==> config.mk <==
export PLATFORM = sky130hd
export DESIGN_NAME = eth_ipv4_l4_header_field_extractor_core
export DESIGN_NICKNAME = d
export VERILOG_FILES = /design/src/rtl/core/eth_l4x_pkg.sv /design/src/rtl/core/eth_ipv4_l4_header_field_extractor_core.sv
export SDC_FILE = /design/constraint.sdc
export NUM_CORES = 2
export LEC_CHECK = 0
export BUFFER_PORTS_ARGS = -buffer_cell sky130_fd_sc_hd__buf_2
export CAP_MARGIN = 20
export CORE_ASPECT_RATIO = 1.4
export CORE_MARGIN = 2
export CORE_UTILIZATION = 25
export DETAILED_ROUTE_END_ITERATION = 8
export RECOVER_POWER = 25
export SLEW_MARGIN = 10
export SYNTH_ARGS = -nofsm -noshare
export SYNTH_HDL_FRONTEND = slang
export SYNTH_SLANG_ARGS = --single-unit
==> constraint.sdc <==
create_clock -name aclk -period 10.74 [get_ports aclk]
set_input_delay 2.148 -clock aclk [delete_from_list [all_inputs] [get_ports aclk]]
set_output_delay 2.148 -clock aclk [all_outputs]
set_load 0.03 [all_outputs]
==> src/rtl/core/eth_l4x_pkg.sv <==
package eth_l4x_pkg;

    localparam int CNT_W      = 16;
    localparam int CODE_W     = 5;
    localparam int VALUE_W    = 48;
    localparam int NUM_FIELDS = 17;

    localparam int ETH_LEN    = 14;
    localparam int IP_MIN_LEN = 20;
    localparam int HB_L4      = ETH_LEN + IP_MIN_LEN;
    localparam int L4_BYTES   = 20;
    localparam int HB_BYTES   = HB_L4 + L4_BYTES;
    localparam int STEP_W     = $clog2(HB_BYTES);
    localparam int L4_OFF_W   = 7;
    localparam int POFF_W     = 8;

    localparam logic [15:0] ETHERTYPE_IPV4 = 16'h0800;
    localparam logic [7:0]  PROTO_ICMP     = 8'd1;
    localparam logic [7:0]  PROTO_TCP      = 8'd6;
    localparam logic [7:0]  PROTO_UDP      = 8'd17;
    localparam logic [3:0]  MIN_WORDS      = 4'd5;
    localparam int          UDP_HDR_LEN    = 8;

    typedef enum logic [CODE_W-1:0] {
        FC_DSTMAC   = 5'd0,
        FC_SRCMAC   = 5'd1,
        FC_PROTO    = 5'd2,
        FC_SRCIP    = 5'd3,
        FC_DSTIP    = 5'd4,
        FC_IPID     = 5'd5,
        FC_TTL      = 5'd6,
        FC_SPORT    = 5'd7,
        FC_DPORT    = 5'd8,
        FC_SEQ      = 5'd9,
        FC_ACK      = 5'd10,
        FC_URGPTR   = 5'd11,
        FC_URG      = 5'd12,
        FC_ICMPTYPE = 5'd13,
        FC_PAYOFF   = 5'd14,
        FC_PAYLEN   = 5'd15,
        FC_FRAMELEN = 5'd16
    } field_code_t;

    typedef enum logic [4:0] {
        ST_IDLE = 5'b00001,
        ST_READ = 5'b00010,
        ST_DER1 = 5'b00100,
        ST_DER2 = 5'b01000,
        ST_EMIT = 5'b10000
    } eng_state_t;

endpackage

==> src/rtl/core/eth_ipv4_l4_header_field_extractor_core.sv <==
// channel | direction | words                          | handshake
// s_      | in        | s_packet_byte, s_last_byte     | s_valid / s_ready
// m_      | out       | m_field_code, m_present,       | m_valid / m_ready
//         |           | m_field_value, m_last_field    |
// cfg_    | in        | cfg_wr_data (field enable)     | cfg_wr_en, no wait
//
// One input word per cycle while s_ready; header bytes go to a two-bank memory.
// At frame end the bank is handed to the extraction engine: 54 memory reads
// (one port), two derive states, then one emit step per field code (17).
// A frame streams without stall into the free bank while the engine works
// on the previous one; s_ready drops when both banks are held.
// Reset is synchronous on aresetn: banks empty, count zero, all fields enabled.
module eth_ipv4_l4_header_field_extractor_core #(
    parameter int HEADER_BYTES    = 128,
    parameter int MAX_FRAME_BYTES = 65535
) (
    input  logic                                   aclk,
    input  logic                                   aresetn,
    input  logic                                   s_valid,
    output logic                                   s_ready,
    input  logic [7:0]                             s_packet_byte,
    input  logic                                   s_last_byte,
    output logic                                   m_valid,
    input  logic                                   m_ready,
    output logic [eth_l4x_pkg::CODE_W-1:0]         m_field_code,
    output logic                                   m_present,
    output logic [eth_l4x_pkg::VALUE_W-1:0]        m_field_value,
    output logic                                   m_last_field,
    input  logic                                   cfg_wr_en,
    input  logic [eth_l4x_pkg::NUM_FIELDS-1:0]     cfg_wr_data
);
    import eth_l4x_pkg::*;

    localparam int OFF_W     = $clog2(HEADER_BYTES);
    localparam int MEM_DEPTH = 2 ** (OFF_W + 1);

    logic [7:0]            mem [MEM_DEPTH];
    logic [7:0]            rdata_reg;
    logic [OFF_W:0]        raddr;
    logic [OFF_W-1:0]      rd_off;
    logic [L4_OFF_W-1:0]   rd_off7;

    logic [NUM_FIELDS-1:0] mask_reg;
    logic [CNT_W-1:0]      byte_count_reg;
    logic [CNT_W-1:0]      count_inc;
    logic [CNT_W-1:0]      len_reg [2];
    logic [1:0]            bank_full_reg, bank_full_next;
    logic                  wr_bank_reg, rd_bank_reg;
    logic                  in_fire;

    eng_state_t            state_reg, state_next;
    logic [STEP_W-1:0]     step_reg;
    logic                  cap_vld_reg;
    logic [STEP_W-1:0]     cap_idx_reg;
    logic [7:0]            hbuf_reg [HB_BYTES];
    logic [CNT_W-1:0]      eng_len_reg;

    logic [L4_OFF_W-1:0]   l4c;
    logic                  ipok, proto_ok, l4ok, tcp, udp, icmp, tcp_doff;
    logic [3:0]            doff;
    logic                  pcand;
    logic [POFF_W-1:0]     poff;

    logic                  ipok_reg, proto_ok_reg, tcp_reg, udp_reg, icmp_reg;
    logic [L4_OFF_W-1:0]   l4_reg;
    logic                  pcand_reg, pok_reg;
    logic [POFF_W-1:0]     poff_reg;
    logic [CNT_W-1:0]      paylen_reg;

    field_code_t           code_reg;
    logic                  emit_go, emit_done, emit_on;
    logic                  f_cond;
    logic [POFF_W-1:0]     f_need;
    logic [VALUE_W-1:0]    f_raw;
    logic                  f_pres;
    logic [NUM_FIELDS-1:0] mask_above;

    logic                  m_valid_reg;
    field_code_t           m_code_reg;
    logic                  m_present_reg;
    logic [VALUE_W-1:0]    m_value_reg;
    logic                  m_last_reg;

    assign s_ready   = !bank_full_reg[wr_bank_reg];
    assign in_fire   = s_valid && s_ready;
    assign count_inc = (byte_count_reg < CNT_W'(MAX_FRAME_BYTES)) ?
                       byte_count_reg + 1'b1 : byte_count_reg;

    always_ff @(posedge aclk) begin
        if (in_fire && (byte_count_reg < CNT_W'(HEADER_BYTES))) begin
            mem[{wr_bank_reg, byte_count_reg[OFF_W-1:0]}] <= s_packet_byte;
        end
        rdata_reg <= mem[raddr];
    end

    always_ff @(posedge aclk) begin
        if (!aresetn) begin
            mask_reg <= '1;
        end else if (cfg_wr_en) begin
            mask_reg <= cfg_wr_data;
        end
    end

    always_ff @(posedge aclk) begin
        if (!aresetn) begin
            byte_count_reg <= '0;
            wr_bank_reg    <= 1'b0;
        end else if (in_fire) begin
            if (s_last_byte) begin
                byte_count_reg <= '0;
                wr_bank_reg    <= !wr_bank_reg;
            end else begin
                byte_count_reg <= count_inc;
            end
        end
    end

    always_ff @(posedge aclk) begin
        if (in_fire && s_last_byte) begin
            len_reg[wr_bank_reg] <= count_inc;
        end
    end

    always_comb begin
        bank_full_next = bank_full_reg;
        if (in_fire && s_last_byte) begin
            bank_full_next[wr_bank_reg] = 1'b1;
        end
        if (emit_done) begin
            bank_full_next[rd_bank_reg] = 1'b0;
        end
    end

    always_ff @(posedge aclk) begin
        if (!aresetn) begin
            bank_full_reg <= '0;
            rd_bank_reg   <= 1'b0;
        end else begin
            bank_full_reg <= bank_full_next;
            if (emit_done) begin
                rd_bank_reg <= !rd_bank_reg;
            end
        end
    end

    // extraction engine
    assign l4c = L4_OFF_W'(ETH_LEN) + {1'b0, hbuf_reg[ETH_LEN][3:0], 2'b00};

    always_comb begin
        if (step_reg < STEP_W'(HB_L4)) begin
            rd_off7 = L4_OFF_W'(step_reg);
        end else begin
            rd_off7 = l4c + L4_OFF_W'(step_reg - STEP_W'(HB_L4));
        end
        rd_off = OFF_W'(rd_off7);
        raddr  = {rd_bank_reg, rd_off};
    end

    assign emit_go   = !m_valid_reg || m_ready;
    assign emit_on   = (state_reg == ST_EMIT) && emit_go;
    assign emit_done = emit_on && (code_reg == FC_FRAMELEN);

    always_comb begin
        state_next = state_reg;
        unique case (state_reg)
            ST_IDLE: if (bank_full_reg[rd_bank_reg]) state_next = ST_READ;
            ST_READ: if (step_reg == STEP_W'(HB_BYTES - 1)) state_next = ST_DER1;
            ST_DER1: state_next = ST_DER2;
            ST_DER2: state_next = ST_EMIT;
            ST_EMIT: if (emit_done) state_next = ST_IDLE;
            default: state_next = ST_IDLE;
        endcase
    end

    always_ff @(posedge aclk) begin
        if (!aresetn) begin
            state_reg   <= ST_IDLE;
            step_reg    <= '0;
            cap_vld_reg <= 1'b0;
            code_reg    <= FC_DSTMAC;
        end else begin
            state_reg   <= state_next;
            cap_vld_reg <= (state_reg == ST_READ);
            if (state_reg == ST_IDLE) begin
                step_reg <= '0;
                code_reg <= FC_DSTMAC;
            end else if (state_reg == ST_READ) begin
                step_reg <= step_reg + 1'b1;
            end
            if (emit_on && !emit_done) begin
                code_reg <= field_code_t'(code_reg + 1'b1);
            end
        end
    end

    always_ff @(posedge aclk) begin
        cap_idx_reg <= step_reg;
        if (cap_vld_reg) begin
            hbuf_reg[cap_idx_reg] <= rdata_reg;
        end
        if (state_reg == ST_IDLE) begin
            eng_len_reg <= len_reg[rd_bank_reg];
        end
    end

    // derive protocol flags and payload offset
    always_comb begin
        ipok     = (eng_len_reg >= CNT_W'(ETH_LEN)) &&
                   ({hbuf_reg[12], hbuf_reg[13]} == ETHERTYPE_IPV4);
        proto_ok = ipok && (eng_len_reg >= CNT_W'(ETH_LEN + 10));
        l4ok     = proto_ok && (hbuf_reg[ETH_LEN][3:0] >= MIN_WORDS);
        tcp      = l4ok && (hbuf_reg[ETH_LEN + 9] == PROTO_TCP);
        udp      = l4ok && (hbuf_reg[ETH_LEN + 9] == PROTO_UDP);
        icmp     = l4ok && (hbuf_reg[ETH_LEN + 9] == PROTO_ICMP);
        doff     = hbuf_reg[HB_L4 + 12][7:4];
        tcp_doff = tcp && (CNT_W'({1'b0, l4c} + 8'd13) <= eng_len_reg);
        if (tcp_doff) begin
            pcand = (doff >= MIN_WORDS);
            poff  = {1'b0, l4c} + {2'b00, doff, 2'b00};
        end else if (udp) begin
            pcand = 1'b1;
            poff  = {1'b0, l4c} + POFF_W'(UDP_HDR_LEN);
        end else begin
            pcand = 1'b0;
            poff  = '0;
        end
    end

    always_ff @(posedge aclk) begin
        if (state_reg == ST_DER1) begin
            ipok_reg     <= ipok;
            proto_ok_reg <= proto_ok;
            tcp_reg      <= tcp;
            udp_reg      <= udp;
            icmp_reg     <= icmp;
            l4_reg       <= l4c;
            pcand_reg    <= pcand;
            poff_reg     <= poff;
        end
        if (state_reg == ST_DER2) begin
            pok_reg    <= pcand_reg && (CNT_W'(poff_reg) <= eng_len_reg);
            paylen_reg <= eng_len_reg - CNT_W'(poff_reg);
        end
    end

    // per-field select
    always_comb begin
        f_cond = 1'b0;
        f_need = '0;
        f_raw  = '0;
        case (code_reg)
            FC_DSTMAC: begin
                f_cond = 1'b1;
                f_need = POFF_W'(6);
                f_raw  = VALUE_W'({hbuf_reg[0], hbuf_reg[1], hbuf_reg[2],
                                   hbuf_reg[3], hbuf_reg[4], hbuf_reg[5]});
            end
            FC_SRCMAC: begin
                f_cond = 1'b1;
                f_need = POFF_W'(12);
                f_raw  = VALUE_W'({hbuf_reg[6], hbuf_reg[7], hbuf_reg[8],
                                   hbuf_reg[9], hbuf_reg[10], hbuf_reg[11]});
            end
            FC_PROTO: begin
                f_cond = proto_ok_reg;
                f_raw  = VALUE_W'(hbuf_reg[ETH_LEN + 9]);
            end
            FC_SRCIP: begin
                f_cond = ipok_reg;
                f_need = POFF_W'(ETH_LEN + 16);
                f_raw  = VALUE_W'({hbuf_reg[ETH_LEN + 12], hbuf_reg[ETH_LEN + 13],
                                   hbuf_reg[ETH_LEN + 14], hbuf_reg[ETH_LEN + 15]});
            end
            FC_DSTIP: begin
                f_cond = ipok_reg;
                f_need = POFF_W'(ETH_LEN + 20);
                f_raw  = VALUE_W'({hbuf_reg[ETH_LEN + 16], hbuf_reg[ETH_LEN + 17],
                                   hbuf_reg[ETH_LEN + 18], hbuf_reg[ETH_LEN + 19]});
            end
            FC_IPID: begin
                f_cond = ipok_reg;
                f_need = POFF_W'(ETH_LEN + 6);
                f_raw  = VALUE_W'({hbuf_reg[ETH_LEN + 4], hbuf_reg[ETH_LEN + 5]});
            end
            FC_TTL: begin
                f_cond = ipok_reg;
                f_need = POFF_W'(ETH_LEN + 9);
                f_raw  = VALUE_W'(hbuf_reg[ETH_LEN + 8]);
            end
            FC_SPORT: begin
                f_cond = tcp_reg || udp_reg;
                f_need = {1'b0, l4_reg} + POFF_W'(2);
                f_raw  = VALUE_W'({hbuf_reg[HB_L4], hbuf_reg[HB_L4 + 1]});
            end
            FC_DPORT: begin
                f_cond = tcp_reg || udp_reg;
                f_need = {1'b0, l4_reg} + POFF_W'(4);
                f_raw  = VALUE_W'({hbuf_reg[HB_L4 + 2], hbuf_reg[HB_L4 + 3]});
            end
            FC_SEQ: begin
                f_cond = tcp_reg;
                f_need = {1'b0, l4_reg} + POFF_W'(8);
                f_raw  = VALUE_W'({hbuf_reg[HB_L4 + 4], hbuf_reg[HB_L4 + 5],
                                   hbuf_reg[HB_L4 + 6], hbuf_reg[HB_L4 + 7]});
            end
            FC_ACK: begin
                f_cond = tcp_reg;
                f_need = {1'b0, l4_reg} + POFF_W'(12);
                f_raw  = VALUE_W'({hbuf_reg[HB_L4 + 8], hbuf_reg[HB_L4 + 9],
                                   hbuf_reg[HB_L4 + 10], hbuf_reg[HB_L4 + 11]});
            end
            FC_URGPTR: begin
                f_cond = tcp_reg;
                f_need = {1'b0, l4_reg} + POFF_W'(20);
                f_raw  = VALUE_W'({hbuf_reg[HB_L4 + 18], hbuf_reg[HB_L4 + 19]});
            end
            FC_URG: begin
                f_cond = tcp_reg;
                f_need = {1'b0, l4_reg} + POFF_W'(14);
                f_raw  = VALUE_W'(hbuf_reg[HB_L4 + 13][5]);
            end
            FC_ICMPTYPE: begin
                f_cond = icmp_reg;
                f_need = {1'b0, l4_reg} + POFF_W'(1);
                f_raw  = VALUE_W'(hbuf_reg[HB_L4]);
            end
            FC_PAYOFF: begin
                f_cond = pok_reg;
                f_raw  = VALUE_W'(poff_reg);
            end
            FC_PAYLEN: begin
                f_cond = pok_reg;
                f_raw  = VALUE_W'(paylen_reg);
            end
            FC_FRAMELEN: begin
                f_cond = 1'b1;
                f_raw  = VALUE_W'(eng_len_reg);
            end
            default: begin
                f_cond = 1'b0;
            end
        endcase
        f_pres     = f_cond && (CNT_W'(f_need) <= eng_len_reg);
        mask_above = (mask_reg >> code_reg) >> 1;
    end

    always_ff @(posedge aclk) begin
        if (!aresetn) begin
            m_valid_reg <= 1'b0;
        end else if (emit_on && mask_reg[code_reg]) begin
            m_valid_reg <= 1'b1;
        end else if (m_ready) begin
            m_valid_reg <= 1'b0;
        end
    end

    always_ff @(posedge aclk) begin
        if (emit_on && mask_reg[code_reg]) begin
            m_code_reg    <= code_reg;
            m_present_reg <= f_pres;
            m_value_reg   <= f_pres ? f_raw : '0;
            m_last_reg    <= (mask_above == '0);
        end
    end

    assign m_valid       = m_valid_reg;
    assign m_field_code  = m_code_reg;
    assign m_present     = m_present_reg;
    assign m_field_value = m_value_reg;
    assign m_last_field  = m_last_reg;

endmodule

# After elaboration in Yosys (flattened, before gate mapping)
# Memories as Yosys holds them, arrays and structs flattened. A register that Yosys moved wholly into a read port is not among the register bits.
# Index checks and enable logic that the tools add are counted.
[word_totals] inputBits=31 ram_bits=2512 output_inout_bits=57 mem_count=3 register_bits=154
[memory_table] name="mem" words=256 width=8 rd=1 rd_clocked_by_memory_dff=1 wr=1 line_no="eth_ipv4_l4_header_field_extractor_core.sv:37" text="logic [7:0] mem [MEM_DEPTH];"
[memory_table] name="hbuf_reg" words=54 width=8 rd=43 rd_clocked_by_memory_dff=0 wr=1 line_no="eth_ipv4_l4_header_field_extractor_core.sv:55" text="logic [7:0] hbuf_reg [HB_BYTES];"
[memory_table] name="len_reg" words=2 width=16 rd=1 rd_clocked_by_memory_dff=1 wr=1 line_no="eth_ipv4_l4_header_field_extractor_core.sv:46" text="logic [CNT_W-1:0] len_reg [2];"
[op_classes] n_lt_le_gt_ge=15 n_addsub=17 eq_ne=29 n_bitwise=4 shift=1 reduce_logical=37 n_mux=36
[ops] op="48-bit case mux with 17 select lines" count=1
[ops] op="8-bit case mux with 13 select lines" count=1
[ops] op="8-bit by 16-bit less-or-equal comparator with 1-bit output" count=3
[ops] op="5-bit by 4-bit equality test with 1-bit output, second input constant" count=9
[ops] op="7-bit by 4-bit adder with 8-bit output, second input constant" count=5
[ops] op="16-bit two-way mux" count=2
[ops] op="5-bit by 3-bit equality test with 1-bit output, second input constant" count=5
[ops] op="5-bit two-way mux" count=5
[ops] op="5-bit case mux with 5 select lines" count=1
[ops] op="1-bit logical AND" count=18
[ops] op="17-bit zero test" count=1
[ops] op="1-bit two-way mux" count=17
[ops] op="17-bit by 5-bit >> shifter with 17-bit output" count=1
[ops] op="16-bit by 1-bit adder with 16-bit output, second input constant" count=1
[ops] op="16-bit by 12-bit equality test with 1-bit output, second input constant" count=1
[ops] op="16-bit by 4-bit greater-or-equal comparator with 1-bit output, second input constant" count=1
[ops] op="16-bit by 5-bit greater-or-equal comparator with 1-bit output, second input constant" count=1
[ops] op="16-bit less-than comparator, second input constant" count=1
[ops] op="16-bit by 8-bit less-than comparator with 1-bit output, second input constant" count=1
[ops] op="8-bit two-way mux" count=2
[ops] op="16-bit by 8-bit subtractor with 16-bit output" count=1
[ops] op="5-bit by 2-bit equality test with 1-bit output, second input constant" count=3
[ops] op="5-bit by 1-bit equality test with 1-bit output, second input constant" count=2
[ops] op="5-bit equality test, second input constant" count=2
[ops] op="other kinds (38)" count=54

# Logic depth before layout (Yosys ltp)
[depth] ltp_word=8 mapped_depth=21

# Least setup slack after synthesis
# No wires, ideal clock.
[synth_timing] path_type="input to register" startpoint="input port m_ready" endpoint="register m_code_reg[0] (netlist: m_field_code[0]) (enable)" stages=3 setup_slack_ps=5022 n_path_buf=0 arrival_ps=5230 path_cell_list="nor2b_1 > or2_2 > a21oi_1"
[synth_via] elab_chain_cells=3
[synth_rtl] element="start, declared" line_no="eth_ipv4_l4_header_field_extractor_core.sv:24" text="input logic m_ready,"
[synth_rtl] element="1-bit logical OR" line_no="eth_ipv4_l4_header_field_extractor_core.sv:159" text="assign emit_go = !m_valid_reg || m_ready;"
[synth_rtl] element="1-bit logical AND" line_no="eth_ipv4_l4_header_field_extractor_core.sv:160" text="assign emit_on = (state_reg == ST_EMIT) && emit_go;"
[synth_rtl] element="1-bit logical AND" line_no="eth_ipv4_l4_header_field_extractor_core.sv:358" text="if (emit_on && mask_reg[code_reg]) begin"
[synth_rtl] element="end signal, assigned" line_no="eth_ipv4_l4_header_field_extractor_core.sv:359" text="m_code_reg <= code_reg;"
[synth_rtl] element="end, declared" line_no="eth_ipv4_l4_header_field_extractor_core.sv:79" text="field_code_t m_code_reg;"
# No other way between the ends.
# A chain may end at the register's enable or synchronous reset.

# Worst setup path after layout
[layout_timing] startpoint="input port s_packet_byte[2]" endpoint="memory mem[141][2] (data pin)"
[layout_rtl] element="start, declared" line_no="eth_ipv4_l4_header_field_extractor_core.sv:21" text="input logic [7:0] s_packet_byte,"
[layout_rtl] element="end, declared" line_no="eth_ipv4_l4_header_field_extractor_core.sv:37"
# Straight into the memory's write port.

==> Implementation_results.wiki <==
{| class="wikitable"
! Metric !! Value
|-
| Port-buffer cells || 87
|-
| Path depth of the worst reg2reg path || 10
|-
| Final HPWL DP || roughly 170000 um
|-
| Deepest clock path buffer count || 4
|-
| Critical Path RT || between 10 and 15 ns
|-
| Critical Setup Path Class || in -> reg
|-
| Met1 routed wirelength after detailed routing || 101000 um
|-
| Maximum number of pins on one net before global-route repair || approximately 190
|-
| Via count of the first global-routing pass || around 54000
|-
| Postcts setup bufs || 0
|-
| Synthesized flop and latch total || 2584
|-
| Yosys cell types || a little under 80
|-
| Flip-flop count of the largest register, all copies and words added || roughly 2000
|-
| Resize count post-CTS || 0
|-
| Maximum capacitance violations || 19
|-
| RSZ-0062 raised after global routing || false
|-
| Final Critical Period || 7.83 ns
|-
| CTS Buf Count || roughly 240
|-
| # rows || ~280
|-
| Leading area contributor after synthesis || edfxtp_1
|-
| Root buf cell || clkbuf_16
|-
| Share of synthesized area occupied by flip-flops and latches || 0.758
|-
| CTS hold repair buffers || 0
|-
| Initial DRC Count || between 5000 and 6000
|-
| Synthesis-to-finish area growth || 14.3%
|-
| Count of final max-slew check failures || ~1300
|-
| Final clock period utilization by the worst path || 0.729
|-
| Max-Slew Margin vs Limit || -3.67
|-
| Worst flop-to-flop path startpoint || step_reg[1]$_SDFFE_PP0P_
|-
| Outcome || finished with violations
|-
| Number of warnings issued by yosys || 0
|-
| Combined global-route utilization of all metal layers || 0.128
|-
| DR WL/cell || roughly 24 um
|-
| Floorplan core area || just over 0.4 mm2
|-
| Count of H-tree levels built during CTS || 4
|-
| Die area || about 0.41 mm2
|-
| Nets in the synthesized netlist || ~5600
|-
| Timing-limited maximum frequency || about 130 MHz
|-
| Share of flip-flops with an asynchronous set or reset || 0
|-
| Met2 WL || 140000 um
|-
| Clk Latency, worst-skew pair || a little over 0.9 ns
|-
| Number of detailed-routing iterations run before antenna repair || 6
|-
| Antenna violations before repair || 7
|-
| Die X-Extent || 542 um
|-
| # DRC || 0
|-
| Detailed-routed wire length on met3 || between 15000 and 20000 um
|-
| Main area contributors after synthesis || edfxtp_1 (74%), mux4_2 (11%), nand2_1 (1.8%), nor2_1 (1.6%), dfxtp_1 (1.4%)
|-
| Pwr per Cell Area || 182 mW/mm2
|-
| Count of flip-flops with a built-in enable after synthesis || 2515
|-
| Class of the tightest hold or removal check || reg -> reg
|-
| Count of vias placed by the detailed router || 53000
|-
| Origin of the worst setup path || s_packet_byte[2]
|-
| Total length of routed wires || between 200000 and 300000 um
|-
| Final-layout setup total negative slack || 0 ns
|-
| Final setup violation count || 0
|-
| Hold_sp || state_reg[2]$_SDFFE_PN0P_
|-
| Final design utilization || 0.287
|-
| Violations in the final reports || capacitance limit, slew limit
|-
| Initial standard-cell utilization of the core || 0.251
|-
| Weighted congestion reported at the end of routability-driven placement || about 0.86
|-
| Maximum ir drop on the vdd rail || 0.139 mV
|-
| Kind of end point of the critical path || register
|-
| Critical path endpoint || mem[141][2]$_DFFE_PP_
|-
| Netlist area before placement || 0.101 mm2
|-
| Average vias per placed instance || approximately 4.8
|-
| Share of post-route cells with drive strength above 1 || 0.184
|-
| Mean instance size in the synthesized netlist || ~18 um2
|-
| Top Ports || 88
|-
| Worst-Margin Slew || between 7 and 8 ns
|-
| R2r endpoint || rdata_reg[3]$_DFF_P_
|-
| WP data arrival || approximately 8.5 ns
|-
| Launching element type of the critical path || input port
|-
| Area fraction of the dominant cell type after synthesis || 0.744
|-
| Clock sink total || ~2600
|-
| Filler cell count in the final layout || between 30000 and 40000
|-
| Highest metal layer used by the detailed router || met5
|-
| Leak Pwr || about 35 nW
|-
| Fin Clk Skew || approximately 0.093 ns
|-
| Top FF cell, synth || edfxtp_1
|-
| Number of hold violations in the final report || 0
|-
| Global-route wire length before repair || just under 400000 um
|-
| Antenna Nets Post-Route || 0
|-
| TritonCTS clock tree || done
|-
| Number of nets in the layout || ~5700
|-
| Height of the chip || 758 um
|-
| R2R Setup Slk || between 5 and 6 ns
|-
| Grt total ovfl || 0
|-
| Post-CTS clock slew at the launch and capture registers of the worst setup and hold paths || 0.06 ns
|-
| Cells after synthesis || between 5000 and 6000
|-
| Critical-path maximum fanout || between 100 and 150
|}
[worst max-delay path: stages]
cell,delay (ns)
clkbuf_1,4.66
buf_4,0.99
buf_16,0.30
[cells in the mapped netlist, types with 14 or more instances]
cell type	n
a21oi_1	72
a221oi_1	69
a22o_1	45
a22oi_1	121
a31oi_1	90
and3_1	40
buf_1	23
buf_2	104
buf_4	33
clkbuf_1	142
dfxtp_1	69
edfxtp_1	2515
ha_1	54
inv_1	45
mux2_2	20
mux2i_1	105
mux4_2	486
nand2_1	495
nand3_1	115
nand4_1	30
nor2_1	439
nor2b_1	23
nor3_1	26
o21ai_0	90
o22ai_1	14
xnor2_1	21
xor2_1	17
[report_power, final]
group / leakage (nW) / internal [W] / switching [W] / total [W]
logic: 8.15 / 0.000361 / 0.000740 / 0.00110
clock network: 3.84 / 0.00491 / 0.00378 / 0.00869
registers: 23.2 / 0.0112 / 0.0000991 / 0.0113
[worst min path at each step]
stage / end / slack, ns / cells after the start
2_1_floorplan: cap_idx_reg[5]$_DFF_P_ / 0.33 / 0
4_1_cts: state_reg[3]$_SDFFE_PN0P_ / 0.50 / 2
5_1_grt: mask_reg[0]$_SDFFE_PN1P_ / 0.55 / 2
3_5_place_dp: state_reg[3]$_SDFFE_PN0P_ / 0.49 / 2
3_3_place_gp: state_reg[3]$_SDFFE_PN0P_ / 0.48 / 2
6_report: state_reg[3]$_SDFFE_PN0P_ / 0.51 / 2
[per-stage QoR]
stage | instance area (um2) | instances | power [W] | setup slack (ns) | hold slack [ns]
after global routing | 116000 | 11100 | 0.0217 | 2.55 | 0.552
after global placement | 108000 | 10700 | 0.0126 | 4.63 | 0.476
after CTS | 116000 | 11100 | 0.0212 | 5.32 | 0.501
after detailed placement | 108000 | 10700 | 0.0126 | 4.57 | 0.493
after floorplan | 101000 | 5497 | 0.0121 | 5.02 | 0.326
final | 116000 | 11100 | 0.0211 | 2.91 | 0.507
[final cells by class]
cell class | instances | area [um2] | share of cell area
diodes | 4 | 10.0 | 0.0000863
clock buffers | 278 | 6190 | 0.0533
clock inverters | 154 | 1780 | 0.0154
inverters | 47 | 176 | 0.00152
multi-input cells | 2556 | 23000 | 0.198
flip-flops and latches | 2584 | 76900 | 0.663
well taps | 5282 | 6610 | 0.0570
repair buffers | 196 | 1290 | 0.0111
[logic make-up after synthesis]
kind of cell | after synthesis | share of synthesized area
flops | 2584 | 0.758
buf+inv | 357 | 0.0163
compound gates | 605 | 0.0419
fa+ha+maj | 59 | 0.00765
mux | 611 | 0.120
simple gates | 1243 | 0.0525
xor+xnor | 38 | 0.00328
[placed cells by master, fill, tap and decap left out, types with 17 or more instances in the layout]
cell type	n
clkinv_2	35
xnor2_1	21
nor2b_1	23
inv_1	46
clkbuf_16	238
clkbuf_1	57
ha_1	54
edfxtp_1	2515
and3_1	40
dfxtp_1	69
nand2_1	495
a22oi_1	121
xor2_1	17
mux4_2	486
a22o_1	45
nand4_1	30
nor3_1	23
clkinvlp_4	20
buf_4	85
buf_2	77
o21ai_0	90
a221oi_1	69
nor2_1	425
a21oi_1	71
bufinv_16	32
mux2i_1	105
nand3_1	115
clkinv_1	36
a31oi_1	90
[layer usage]
metal,vias to the layer above,GRT usage
met3,512,0.0188
met5,-,0
li1,22400,-
met2,2300,0.229
met1,27800,0.153
met4,4,0.0526
No activity file was read; power rests on OpenSTA's default activity.
